## src/sv/cas_pkg.sv

```systemverilog
// cas_pkg: shared types and codes for the class accuracy statistics block
// no dependencies
`default_nettype none

package cas_pkg;

    // controller states
    typedef enum logic [3:0] {
        S_IDLE,
        S_UPD,
        S_RPT_RD,
        S_RPT_CHK,
        S_RPT_DIV,
        S_RPT_SQ,
        S_RPT_ACC,
        S_MUL,
        S_SUB,
        S_SQRT_GO,
        S_SQRT_WAIT,
        S_MEAN_WAIT,
        S_DEV_WAIT,
        S_OUT
    } state_t;

    // divider operand selection
    typedef enum logic [1:0] {
        DIV_RATE,
        DIV_MEAN,
        DIV_DEV
    } div_sel_t;

    // result status codes
    localparam logic [1:0] ST_OK        = 2'd0;
    localparam logic [1:0] ST_EMPTY_ROW = 2'd1;
    localparam logic [1:0] ST_BAD_LABEL = 2'd2;

    // controller to datapath commands
    typedef struct packed {
        logic     latch_item;
        logic     rd_en;
        logic     rd_class;
        logic     wr_en;
        logic     acc_clr;
        logic     div_start;
        div_sel_t div_sel;
        logic     take_rate;
        logic     acc_sq;
        logic     mul_en;
        logic     sub_en;
        logic     sqrt_start;
        logic     mean_load;
        logic     dev_load;
        logic     set_empty;
        logic     load_out;
        logic     clear_stores;
    } cmd_t;

    // datapath to controller status
    typedef struct packed {
        logic item_last;
        logic row_zero;
        logic div_done;
        logic sqrt_done;
        logic last_class;
    } sts_t;

endpackage

`default_nettype wire

```

## src/sv/cas_ram.sv

```systemverilog
// cas_ram: generic single write port, single read port ram with registered read
// no dependencies
`default_nettype none

module cas_ram #(
    parameter int WIDTH = 40,
    parameter int DEPTH = 32
) (
    input  wire logic                     aclk,
    input  wire logic                     wr_en,
    input  wire logic [$clog2(DEPTH)-1:0] wr_addr,
    input  wire logic [WIDTH-1:0]         wr_data,
    input  wire logic                     rd_en,
    input  wire logic [$clog2(DEPTH)-1:0] rd_addr,
    output logic      [WIDTH-1:0]         rd_data
);

    logic [WIDTH-1:0] mem [DEPTH];

    // write port
    always_ff @(posedge aclk) begin
        if (wr_en) begin
            mem[wr_addr] <= wr_data;
        end
    end

    // registered read port
    always_ff @(posedge aclk) begin
        if (rd_en) begin
            rd_data <= mem[rd_addr];
        end
    end

endmodule

`default_nettype wire

```

## src/sv/cas_div.sv

```systemverilog
// cas_div: iterative restoring divider, one quotient bit per cycle
// no dependencies
`default_nettype none

module cas_div #(
    parameter int NUMW = 36,
    parameter int DENW = 20
) (
    input  wire logic            aclk,
    input  wire logic            aresetn,
    input  wire logic            start,
    input  wire logic [NUMW-1:0] num,
    input  wire logic [DENW-1:0] den,
    output logic                 done,
    output logic      [NUMW-1:0] quot
);

    localparam int CNTW = $clog2(NUMW + 1);

    logic [DENW-1:0] rem_reg;
    logic [DENW-1:0] den_reg;
    logic [NUMW-1:0] q_reg;
    logic [CNTW-1:0] cnt_reg;
    logic            busy_reg;
    logic            done_reg;
    logic [DENW:0]   rem_sh;
    logic [DENW:0]   rem_sub;
    logic            fits;

    // one trial subtraction
    assign rem_sh  = {rem_reg, q_reg[NUMW-1]};
    assign fits    = rem_sh >= {1'b0, den_reg};
    assign rem_sub = rem_sh - {1'b0, den_reg};

    // control
    always_ff @(posedge aclk) begin
        if (!aresetn) begin
            busy_reg <= 1'b0;
            done_reg <= 1'b0;
            cnt_reg  <= '0;
        end else begin
            done_reg <= 1'b0;
            if (start) begin
                busy_reg <= 1'b1;
                cnt_reg  <= CNTW'(NUMW);
            end else if (busy_reg) begin
                cnt_reg <= cnt_reg - CNTW'(1);
                if (cnt_reg == CNTW'(1)) begin
                    busy_reg <= 1'b0;
                    done_reg <= 1'b1;
                end
            end
        end
    end

    // remainder and quotient shift
    always_ff @(posedge aclk) begin
        if (start) begin
            rem_reg <= '0;
            den_reg <= den;
            q_reg   <= num;
        end else if (busy_reg) begin
            rem_reg <= fits ? rem_sub[DENW-1:0] : rem_sh[DENW-1:0];
            q_reg   <= {q_reg[NUMW-2:0], fits};
        end
    end

    assign done = done_reg;
    assign quot = q_reg;

endmodule

`default_nettype wire

```

## src/sv/cas_sqrt.sv

```systemverilog
// cas_sqrt: iterative integer square root, one root bit per cycle
// no dependencies
`default_nettype none

module cas_sqrt #(
    parameter int W = 53
) (
    input  wire logic                 aclk,
    input  wire logic                 aresetn,
    input  wire logic                 start,
    input  wire logic [W-1:0]         din,
    output logic                      done,
    output logic      [(W+1)/2-1:0]   root
);

    localparam int RW   = (W + 1) / 2;
    localparam int CNTW = $clog2(RW + 1);

    logic [2*RW-1:0] x_reg;
    logic [RW:0]     rem_reg;
    logic [RW-1:0]   root_reg;
    logic [CNTW-1:0] cnt_reg;
    logic            busy_reg;
    logic            done_reg;
    logic [RW+2:0]   rem_sh;
    logic [RW+2:0]   trial;
    logic [RW+2:0]   rem_sub;
    logic            fits;

    // one trial step on two radicand bits
    assign rem_sh  = {rem_reg, x_reg[2*RW-1:2*RW-2]};
    assign trial   = {1'b0, root_reg, 2'b01};
    assign fits    = rem_sh >= trial;
    assign rem_sub = rem_sh - trial;

    // control
    always_ff @(posedge aclk) begin
        if (!aresetn) begin
            busy_reg <= 1'b0;
            done_reg <= 1'b0;
            cnt_reg  <= '0;
        end else begin
            done_reg <= 1'b0;
            if (start) begin
                busy_reg <= 1'b1;
                cnt_reg  <= CNTW'(RW);
            end else if (busy_reg) begin
                cnt_reg <= cnt_reg - CNTW'(1);
                if (cnt_reg == CNTW'(1)) begin
                    busy_reg <= 1'b0;
                    done_reg <= 1'b1;
                end
            end
        end
    end

    // root, remainder and radicand shift
    always_ff @(posedge aclk) begin
        if (start) begin
            x_reg    <= (2*RW)'(din);
            rem_reg  <= '0;
            root_reg <= '0;
        end else if (busy_reg) begin
            x_reg    <= {x_reg[2*RW-3:0], 2'b00};
            rem_reg  <= fits ? rem_sub[RW:0] : rem_sh[RW:0];
            root_reg <= {root_reg[RW-2:0], fits};
        end
    end

    assign done = done_reg;
    assign root = root_reg;

endmodule

`default_nettype wire

```

## src/sv/cas_datapath.sv

```systemverilog
// cas_datapath: count store, rate accumulation and final statistics
// depends on cas_pkg, cas_ram, cas_div, cas_sqrt
`default_nettype none

module cas_datapath #(
    parameter int MAX_CLASSES = 32,
    parameter int COUNT_WIDTH = 20
) (
    input  wire logic         aclk,
    input  wire logic         aresetn,
    input  wire logic         cfg_wr_en,
    input  wire logic [5:0]   cfg_wr_data,
    input  wire logic [4:0]   s_true_label,
    input  wire logic [4:0]   s_predicted_label,
    input  wire logic         s_last,
    input  wire cas_pkg::cmd_t cmd,
    output cas_pkg::sts_t     sts,
    output logic      [16:0]  m_mean_rate,
    output logic      [15:0]  m_rate_deviation,
    output logic      [1:0]   m_status
);

    import cas_pkg::*;

    localparam int AW   = $clog2(MAX_CLASSES);
    localparam int NW   = $clog2(MAX_CLASSES + 1);
    localparam int CW   = (NW > 5) ? NW : 5;
    localparam int EW   = (NW > 6) ? NW : 6;
    localparam int SUMW = NW + 16;
    localparam int SQW  = 34;
    localparam int SSQW = NW + SQW;
    localparam int VW   = NW + SSQW;
    localparam int RW   = (VW + 1) / 2;
    localparam int NUMW = (COUNT_WIDTH + 16 > RW) ? COUNT_WIDTH + 16 : RW;
    localparam int DENW = (COUNT_WIDTH > NW) ? COUNT_WIDTH : NW;
    localparam int RAMW = 2 * COUNT_WIDTH;
    localparam logic [COUNT_WIDTH-1:0] CNT_MAX = {COUNT_WIDTH{1'b1}};

    logic [5:0]             ncfg_reg;
    logic [NW-1:0]          n_eff;
    logic [AW-1:0]          item_addr_reg;
    logic                   item_diag_reg;
    logic                   item_bad_reg;
    logic                   item_last_reg;
    logic                   item_bad;
    logic [MAX_CLASSES-1:0] valid_reg;
    logic                   rd_valid_reg;
    logic                   bad_seen_reg;
    logic [NW-1:0]          cls_reg;
    logic [AW-1:0]          rd_addr;
    logic [RAMW-1:0]        ram_q;
    logic [COUNT_WIDTH-1:0] cur_diag;
    logic [COUNT_WIDTH-1:0] cur_row;
    logic [COUNT_WIDTH-1:0] diag_next;
    logic [COUNT_WIDTH-1:0] row_next;
    logic                   ram_we;
    logic [SUMW-1:0]        sum_reg;
    logic [SQW-1:0]         sq_reg;
    logic [SSQW-1:0]        sumsq_reg;
    logic [VW-1:0]          a_reg;
    logic [VW-1:0]          b_reg;
    logic [VW-1:0]          v_reg;
    logic                   empty_reg;
    logic [16:0]            mean_reg;
    logic [15:0]            dev_reg;
    logic [16:0]            rate;
    logic                   div_start;
    logic [NUMW-1:0]        div_num;
    logic [DENW-1:0]        div_den;
    logic                   div_done;
    logic [NUMW-1:0]        div_quot;
    logic                   sqrt_done;
    logic [RW-1:0]          sqrt_root;
    logic [16:0]            out_mean_reg;
    logic [15:0]            out_dev_reg;
    logic [1:0]             out_status_reg;

    // effective class count, clamped to the legal range
    always_comb begin
        if (ncfg_reg < 6'd2) begin
            n_eff = NW'(2);
        end else if (EW'(ncfg_reg) > EW'(MAX_CLASSES)) begin
            n_eff = NW'(MAX_CLASSES);
        end else begin
            n_eff = NW'(ncfg_reg);
        end
    end

    // label range check
    assign item_bad = (CW'(s_true_label) >= CW'(n_eff)) ||
                      (CW'(s_predicted_label) >= CW'(n_eff));

    // count store: {diagonal, row total} per class
    assign rd_addr = cmd.rd_class ? AW'(cls_reg) : AW'(s_true_label);
    assign ram_we  = cmd.wr_en && !item_bad_reg;

    cas_ram #(
        .WIDTH (RAMW),
        .DEPTH (MAX_CLASSES)
    ) u_ram (
        .aclk    (aclk),
        .wr_en   (ram_we),
        .wr_addr (item_addr_reg),
        .wr_data ({diag_next, row_next}),
        .rd_en   (cmd.rd_en),
        .rd_addr (rd_addr),
        .rd_data (ram_q)
    );

    // an entry not written since the last clear reads as zero
    assign cur_diag = rd_valid_reg ? ram_q[RAMW-1:COUNT_WIDTH] : '0;
    assign cur_row  = rd_valid_reg ? ram_q[COUNT_WIDTH-1:0] : '0;

    // saturating increments
    assign row_next  = (cur_row < CNT_MAX) ? cur_row + COUNT_WIDTH'(1) : cur_row;
    assign diag_next = (item_diag_reg && cur_diag < CNT_MAX) ?
                       cur_diag + COUNT_WIDTH'(1) : cur_diag;

    // control state: config, valid bits, bad label flag
    always_ff @(posedge aclk) begin
        if (!aresetn) begin
            ncfg_reg     <= 6'd32;
            valid_reg    <= '0;
            bad_seen_reg <= 1'b0;
        end else begin
            if (cfg_wr_en) begin
                ncfg_reg <= cfg_wr_data;
            end
            if (cmd.clear_stores) begin
                valid_reg    <= '0;
                bad_seen_reg <= 1'b0;
            end else if (cmd.wr_en) begin
                if (item_bad_reg) begin
                    bad_seen_reg <= 1'b1;
                end else begin
                    valid_reg[item_addr_reg] <= 1'b1;
                end
            end
        end
    end

    // item capture and read valid
    always_ff @(posedge aclk) begin
        if (cmd.latch_item) begin
            item_addr_reg <= AW'(s_true_label);
            item_diag_reg <= s_true_label == s_predicted_label;
            item_bad_reg  <= item_bad;
            item_last_reg <= s_last;
        end
        if (cmd.rd_en) begin
            rd_valid_reg <= valid_reg[rd_addr];
        end
    end

    // shared divider operands
    assign div_start = cmd.div_start;
    always_comb begin
        unique case (cmd.div_sel)
            DIV_RATE: begin
                div_num = NUMW'({cur_diag, 16'h0000});
                div_den = DENW'(cur_row);
            end
            DIV_MEAN: begin
                div_num = NUMW'(sum_reg);
                div_den = DENW'(n_eff);
            end
            DIV_DEV: begin
                div_num = NUMW'(sqrt_root);
                div_den = DENW'(n_eff);
            end
            default: begin
                div_num = '0;
                div_den = DENW'(n_eff);
            end
        endcase
    end

    cas_div #(
        .NUMW (NUMW),
        .DENW (DENW)
    ) u_div (
        .aclk    (aclk),
        .aresetn (aresetn),
        .start   (div_start),
        .num     (div_num),
        .den     (div_den),
        .done    (div_done),
        .quot    (div_quot)
    );

    cas_sqrt #(
        .W (VW)
    ) u_sqrt (
        .aclk    (aclk),
        .aresetn (aresetn),
        .start   (cmd.sqrt_start),
        .din     (v_reg),
        .done    (sqrt_done),
        .root    (sqrt_root)
    );

    assign rate = div_quot[16:0];

    // class walk and accumulation
    always_ff @(posedge aclk) begin
        if (cmd.acc_clr) begin
            cls_reg   <= '0;
            sum_reg   <= '0;
            sumsq_reg <= '0;
            empty_reg <= 1'b0;
        end else begin
            if (cmd.take_rate) begin
                sq_reg  <= {17'd0, rate} * {17'd0, rate};
                sum_reg <= sum_reg + SUMW'(rate);
            end
            if (cmd.acc_sq) begin
                sumsq_reg <= sumsq_reg + SSQW'(sq_reg);
                cls_reg   <= cls_reg + NW'(1);
            end
            if (cmd.set_empty) begin
                empty_reg <= 1'b1;
            end
        end
        // variance numerator n*sum(r^2) - sum^2, clamped at zero
        if (cmd.mul_en) begin
            a_reg <= VW'(n_eff) * VW'(sumsq_reg);
            b_reg <= VW'(sum_reg) * VW'(sum_reg);
        end
        if (cmd.sub_en) begin
            v_reg <= (a_reg > b_reg) ? a_reg - b_reg : '0;
        end
        if (cmd.mean_load) begin
            mean_reg <= div_quot[16:0];
        end
        if (cmd.dev_load) begin
            dev_reg <= div_quot[15:0];
        end
    end

    // result register
    always_ff @(posedge aclk) begin
        if (cmd.load_out) begin
            out_mean_reg <= empty_reg ? 17'd0 : mean_reg;
            out_dev_reg  <= empty_reg ? 16'd0 : dev_reg;
            if (bad_seen_reg) begin
                out_status_reg <= ST_BAD_LABEL;
            end else if (empty_reg) begin
                out_status_reg <= ST_EMPTY_ROW;
            end else begin
                out_status_reg <= ST_OK;
            end
        end
    end

    assign m_mean_rate      = out_mean_reg;
    assign m_rate_deviation = out_dev_reg;
    assign m_status         = out_status_reg;

    // status to controller
    assign sts.item_last  = item_last_reg;
    assign sts.row_zero   = cur_row == '0;
    assign sts.div_done   = div_done;
    assign sts.sqrt_done  = sqrt_done;
    assign sts.last_class = cls_reg == NW'(n_eff - NW'(1));

endmodule

`default_nettype wire

```

## src/sv/cas_ctrl.sv

```systemverilog
// cas_ctrl: sequencer for pair update, class walk and report
// depends on cas_pkg
`default_nettype none

module cas_ctrl (
    input  wire logic          aclk,
    input  wire logic          aresetn,
    input  wire logic          s_valid,
    output logic               s_ready,
    output logic               m_valid,
    input  wire logic          m_ready,
    input  wire cas_pkg::sts_t sts,
    output cas_pkg::cmd_t      cmd
);

    import cas_pkg::*;

    state_t state_reg;
    state_t state_next;
    logic   m_valid_reg;
    logic   m_valid_next;
    logic   slot_free;

    assign slot_free = !m_valid_reg || m_ready;

    // state register
    always_ff @(posedge aclk) begin
        if (!aresetn) begin
            state_reg   <= S_IDLE;
            m_valid_reg <= 1'b0;
        end else begin
            state_reg   <= state_next;
            m_valid_reg <= m_valid_next;
        end
    end

    // next state
    always_comb begin
        state_next = state_reg;
        unique case (state_reg)
            S_IDLE:      if (s_valid) state_next = S_UPD;
            S_UPD:       state_next = sts.item_last ? S_RPT_RD : S_IDLE;
            S_RPT_RD:    state_next = S_RPT_CHK;
            S_RPT_CHK:   state_next = sts.row_zero ? S_OUT : S_RPT_DIV;
            S_RPT_DIV:   if (sts.div_done) state_next = S_RPT_SQ;
            S_RPT_SQ:    state_next = S_RPT_ACC;
            S_RPT_ACC:   state_next = sts.last_class ? S_MUL : S_RPT_RD;
            S_MUL:       state_next = S_SUB;
            S_SUB:       state_next = S_SQRT_GO;
            S_SQRT_GO:   state_next = S_SQRT_WAIT;
            S_SQRT_WAIT: if (sts.sqrt_done) state_next = S_MEAN_WAIT;
            S_MEAN_WAIT: if (sts.div_done) state_next = S_DEV_WAIT;
            S_DEV_WAIT:  if (sts.div_done) state_next = S_OUT;
            S_OUT:       if (slot_free) state_next = S_IDLE;
            default:     state_next = S_IDLE;
        endcase
    end

    // outputs and commands
    always_comb begin
        cmd          = '0;
        cmd.div_sel  = DIV_RATE;
        s_ready      = 1'b0;
        m_valid_next = m_valid_reg && !m_ready;
        unique case (state_reg)
            S_IDLE: begin
                s_ready        = 1'b1;
                cmd.latch_item = s_valid;
                cmd.rd_en      = s_valid;
            end
            S_UPD: begin
                cmd.wr_en   = 1'b1;
                cmd.acc_clr = sts.item_last;
            end
            S_RPT_RD: begin
                cmd.rd_en    = 1'b1;
                cmd.rd_class = 1'b1;
            end
            S_RPT_CHK: begin
                cmd.set_empty = sts.row_zero;
                cmd.div_start = !sts.row_zero;
            end
            S_RPT_SQ:  cmd.take_rate = 1'b1;
            S_RPT_ACC: cmd.acc_sq = 1'b1;
            S_MUL:     cmd.mul_en = 1'b1;
            S_SUB:     cmd.sub_en = 1'b1;
            S_SQRT_GO: cmd.sqrt_start = 1'b1;
            S_SQRT_WAIT: begin
                cmd.div_sel   = DIV_MEAN;
                cmd.div_start = sts.sqrt_done;
            end
            S_MEAN_WAIT: begin
                cmd.mean_load = sts.div_done;
                cmd.div_sel   = DIV_DEV;
                cmd.div_start = sts.div_done;
            end
            S_DEV_WAIT: cmd.dev_load = sts.div_done;
            S_OUT: begin
                cmd.load_out     = slot_free;
                cmd.clear_stores = slot_free;
                if (slot_free) begin
                    m_valid_next = 1'b1;
                end
            end
            default: begin
            end
        endcase
    end

    assign m_valid = m_valid_reg;

    // the update step always follows an accepted request
    a_upd_after_accept: assert property (@(posedge aclk) disable iff (!aresetn)
        (state_reg == S_UPD) |-> $past(s_valid && s_ready))
        else $error("update step without an accepted request");

    // a result is never loaded over one that is still waiting
    a_no_overwrite: assert property (@(posedge aclk) disable iff (!aresetn)
        cmd.load_out |-> (!m_valid_reg || m_ready))
        else $error("result register overwritten");

    // squaring step only right after a divide finished
    a_sq_after_div: assert property (@(posedge aclk) disable iff (!aresetn)
        (state_reg == S_RPT_SQ) |-> $past(sts.div_done))
        else $error("rate used before divide done");

    // no request taken while the report is in progress
    a_busy_no_ready: assert property (@(posedge aclk) disable iff (!aresetn)
        (state_reg != S_IDLE) |-> !s_ready)
        else $error("ready while busy");

endmodule

`default_nettype wire

```

## src/sv/class_accuracy_statistics_top.sv

```systemverilog
// A non-last pair reads its count, then writes it back. A last pair adds
// the report: per class a count read, a row check, a divide, a square and
// an accumulate; then the variance product and subtraction, the root and
// the two divides by n, which use the divider that the per-class rates share.
// Requests are taken only while idle: none before the previous pair is
// written back, none during a report. The result register lets requests
// continue while a result waits. Reset (synchronous, low) clears all counts
// at once through per-class valid bits.
// depends on cas_pkg, cas_ctrl, cas_datapath
`default_nettype none

module class_accuracy_statistics_top #(
    parameter int MAX_CLASSES = 32,
    parameter int COUNT_WIDTH = 20
) (
    input  wire logic        aclk,
    input  wire logic        aresetn,
    input  wire logic        cfg_wr_en,
    input  wire logic [5:0]  cfg_wr_data,
    input  wire logic        s_valid,
    output logic             s_ready,
    input  wire logic [4:0]  s_true_label,
    input  wire logic [4:0]  s_predicted_label,
    input  wire logic        s_last,
    output logic             m_valid,
    input  wire logic        m_ready,
    output logic      [16:0] m_mean_rate,
    output logic      [15:0] m_rate_deviation,
    output logic      [1:0]  m_status
);

    import cas_pkg::*;

    cmd_t cmd;
    sts_t sts;

    // sequencer
    cas_ctrl u_ctrl (
        .aclk    (aclk),
        .aresetn (aresetn),
        .s_valid (s_valid),
        .s_ready (s_ready),
        .m_valid (m_valid),
        .m_ready (m_ready),
        .sts     (sts),
        .cmd     (cmd)
    );

    // datapath
    cas_datapath #(
        .MAX_CLASSES (MAX_CLASSES),
        .COUNT_WIDTH (COUNT_WIDTH)
    ) u_dp (
        .aclk              (aclk),
        .aresetn           (aresetn),
        .cfg_wr_en         (cfg_wr_en),
        .cfg_wr_data       (cfg_wr_data),
        .s_true_label      (s_true_label),
        .s_predicted_label (s_predicted_label),
        .s_last            (s_last),
        .cmd               (cmd),
        .sts               (sts),
        .m_mean_rate       (m_mean_rate),
        .m_rate_deviation  (m_rate_deviation),
        .m_status          (m_status)
    );

endmodule

`default_nettype wire
```

## config.mk

```make
export PLATFORM = sky130hd
export DESIGN_NAME = class_accuracy_statistics_top
export DESIGN_NICKNAME = d
export VERILOG_FILES = /design/src/sv/cas_pkg.sv /design/src/sv/cas_ram.sv /design/src/sv/cas_div.sv /design/src/sv/cas_sqrt.sv /design/src/sv/cas_datapath.sv /design/src/sv/cas_ctrl.sv /design/src/sv/class_accuracy_statistics_top.sv
export SDC_FILE = /design/constraint.sdc
export NUM_CORES = 2
export LEC_CHECK = 0
export ABC_AREA = 1
export BUFFER_PORTS_ARGS = -buffer_cell sky130_fd_sc_hd__buf_2
export CORE_UTILIZATION = 27
export CTS_CLUSTER_DIAMETER = 50
export DETAILED_ROUTE_END_ITERATION = 7
export PLACE_DENSITY_LB_ADDON = 0.08
export SKIP_CTS_REPAIR_TIMING = 1
export SYNTH_ARGS = -nofsm -noshare
export SYNTH_HDL_FRONTEND = slang
export SYNTH_SLANG_ARGS = --single-unit
export TNS_END_PERCENT = 50
```

## constraint.sdc

```tcl
create_clock -name aclk -period 17.4 [get_ports aclk]
set_clock_uncertainty 0.1 [all_clocks]
set_input_delay 0.87 -clock aclk [delete_from_list [all_inputs] [get_ports aclk]]
set_output_delay 0.87 -clock aclk [all_outputs]
set_load 0.005 [all_outputs]
```

==> summary.md <==
| Metric | Value |
|---|---|
| Gpl congestion | 0.857 |
| CP delay by family, top | adder cells |
| Hold/Removal Path Class | input port to flip-flop |
| DR vias | 85.5k |
| Worst IR drop on VDD | 0.112 mV |
| Worst slew margin | 9.51% |
| Worst R2R End | u_dp.sq_reg[25]$_DFFE_PP_ |
| Cell Chain, Critical Path | nand2_1, fa_1, fa_1, inv_1, fa_1, inv_1, fa_1, inv_1, fa_1, fa_1, ha_1, nand2_1, nor2_1, nand4_1, o21ai_0, a21boi_0, o211ai_1, nand2_1 |
| CORE AREA | 0.423 sq mm |
| Global-route usage over all layers | 19.6% |
| Area delta synth->final | 15.4% |
| Synth warn | 0 |
| Worst hold start | s_last |
| Starting Density | 27.1% |
| Failing checks | DRC |
| Distinct cell type count after synthesis | 47 |
| Final period utilization | 40.1% |
| Initial antenna violation count | 11 |
| # DRC | 54 |
| Post-Syn Area per Cell | 9.29 sq um |
| Global-route wire length before repair | 619 mm |
| Syn Inst Count | 12.4k |
| Buffers added on ports | 58 |
| Die H | 654 um |
| Clock Tree Root | clkbuf_16 |
| Seq/Total Area, Yosys | 47.0% |
| Slowest library cell on the worst path | edfxtp_1 |
| Cell mode on critical path | fa_1 |
| Mapped Nets | 13.6k |
| Hold violation count in the final report | 0 |
| Cell count after placement | 17.8k |
| R2r startpoint | u_dp.u_div.quot[4]$_DFFE_PP_ |
| Layout cells sized above 1 | 6.81% |
| Fmax | 143 MHz |
| Die area | 0.428 sq mm |
| Max_cap viols | 0 |
| CP Launch Type | flip-flop |
| Grt ovf | 0 |
| Mapped cell area | 0.115 sq mm |
| CTS tree | done |
| Drt initial violations | 5908 |
| Final-report setup violation count | 0 |
| Routed WL | 423 mm |
| Max stage delay on crit path | 1190 ps |
| Ys async rst share | 0% |
| R2R depth | 18 |
| Router iterations before antenna repair | 7 |
| Clk sink count | 1862 |
| Clock slew seen by the registers of the worst setup and hold paths | 60 ps |
| Final net count | 13.7k |
| Slew @ Worst Pin | 1360 ps |
| Via density | 4.65 |
| #FFs+latches synth | 1862 |
| Crit path from | u_dp.u_div.quot[4]$_DFFE_PP_ |
| Worst hold stages | 1 |
| Ports | 59 |
| Main synth FF type | edfxtp_1 |
| Setup_tns | 0 ps |
| CP bufs+invs | 3 |
| Post-DP HPWL | 276 mm |
| Worst Setup Path Type | flip-flop to flip-flop |
| Hold endpoint | u_dp.item_last_reg$_DFFE_PP_ |
| Largest net degree at the start of global routing | 156 |
| Routed len/inst | 23.0 um |
| Cells taking the most area after synthesis | edfxtp_1, fa_1, nand2_1 |
| Synth area leader | edfxtp_1 |
| Antenna Nets Post-Route | 0 |
| Total CTS buffers | 305 |
| Reg2Reg Setup Slack | 10430 ps |
| Fin cells | 18.4k |
| Clock latency on the worst-skew pair | 920 ps |
| CP Max Fanout | 21 |
| Most flops, register | u_dp.u_ram.mem |
| Power Density | 111 mW/mm^2 |
| CP Capture Type | flip-flop |
| Slew Viols, Final | 0 |
| H-Tree Level Count | 5 |
| Leakage | 0.0574 uW |
| Post-synth EDFFs | 1667 |
| Chip Width | 654 um |
| Rows | 239 |
| Shortest period the worst path allows | 6970 ps |
| Yosys top cell area share | 43.6% |
| Largest register FFs | 1280 |
| Worst Path Arrival | 7530 ps |
| # fillers | 44.4k |
| Unrepaired setup endpoints after global routing | no |
| Outcome | complete, but fails checks |
| Maximum clock path buffer count | 4 |
| Worst EP required | 17960 ps |
| Vias in the first global route | 87.8k |
## worst reg2reg max path, cell delays in order, from the launching register on
cell and delay, ps:
edfxtp_1 1190, nand2_1 280, fa_1 540, fa_1 490
inv_1 50, fa_1 530, inv_1 60, fa_1 550
inv_1 70, fa_1 500, fa_1 530, ha_1 420
nand2_1 140, nor2_1 160, nand4_1 90, o21ai_0 450
a21boi_0 300, o211ai_1 240, nand2_1 70
## cells by family after synthesis
logic type	Yosys count	synth area share, %
and+or+nand+nor	5517	19.6
buffers and inverters	2332	7.99
DFF	1862	47.0
AOI/OAI and AO/OA	1250	6.37
adders and majority gates	1176	17.3
xor gates and xnor gates	229	1.75
## routing by layer
metal / vias up / wire length, um / GRT usage (%)
li1: 40500 / - / -
met1: 42900 / 192000 / 26.3
met2: 1612 / 207000 / 33.9
met3: 505 / 13600 / 1.66
met4: 0 / 10000 / 4.55
met5: - / 0 / 0
## worst max-delay path by stage
stage | to | slack [ps] | cells after the start
after global routing | u_dp.b_reg[39]$_DFFE_PP_ | 9990 | 24
final | u_dp.sq_reg[25]$_DFFE_PP_ | 10430 | 18
after global placement | u_dp.b_reg[39]$_DFFE_PP_ | 10450 | 24
after CTS | u_dp.b_reg[39]$_DFFE_PP_ | 10430 | 24
after floorplan | u_dp.b_reg[28]$_DFFE_PP_ | 11030 | 23
after detailed placement | u_dp.sq_reg[25]$_DFFE_PP_ | 10470 | 18
## where the power goes
part           switching (uW)  internal, uW
Clock                    2330          3880
Combinational            2330           988
Sequential               48.6          5170
Total                    4710         10000
## cell usage in the layout, fill, tap and decap left out, drive strengths merged, types with 35 or more instances in the layout
master,n
nor3,74
nor2,781
buf,253
nand3,1019
o211ai,158
nand4,78
xnor2,67
ha,487
a21o,78
o22ai,41
inv,1882
xor2,162
dfxtp,195
edfxtp,1667
or2,35
clkbuf,352
o21bai,57
clkinv,108
nand2,3489
o21ai,404
bufinv,37
fa,689
a21oi,406
## stage by stage
step | util (%) | cell area [sq um] | total power, uW | hold WS, ps | setup slack (ps)
floorplan | - | 115000 | 7450 | 331 | 11030
global placement | 28.8 | 122000 | 8690 | 348 | 10450
detailed placement | 28.8 | 122000 | 8680 | 358 | 10470
CTS | 31.3 | 132000 | 15000 | -4.34 | 10430
global route | 31.3 | 132000 | 15500 | 33.5 | 9990
finish | 31.3 | 133000 | 14800 | 76.3 | 10430
## cells in the mapped netlist (all sizes together), types with 3 or more instances
master	count
clkbuf	258
inv	1854
nor3	74
xor2	162
nand3	1019
ha	487
a21boi	22
a31oi	32
o311ai	3
nor3b	3
nand3b	9
o211ai	158
nand2	3489
a31o	4
or2	35
fa	689
o21bai	57
nor2	781
and3	5
a21oi	406
nand4	78
edfxtp	1667
o21ai	404
o31ai	15
o221ai	6
nor4	21
dfxtp	195
o21a	20
clkinv	4
o22ai	41
a21o	78
buf	216
xnor2	67
## area by class of cell
cell class	instances	area, sq um	share of cell area (%)
diodes	9	22.5	0.0170
inverters	1858	6990	5.28
well taps	5663	7090	5.35
repair buffers	253	1830	1.38
multi-input cells	8172	52300	39.5
clock inverters	199	2310	1.75
clock buffers	352	8030	6.06
flip-flops and latches	1862	54000	40.7
No activity file was read; power rests on OpenSTA's default activity.
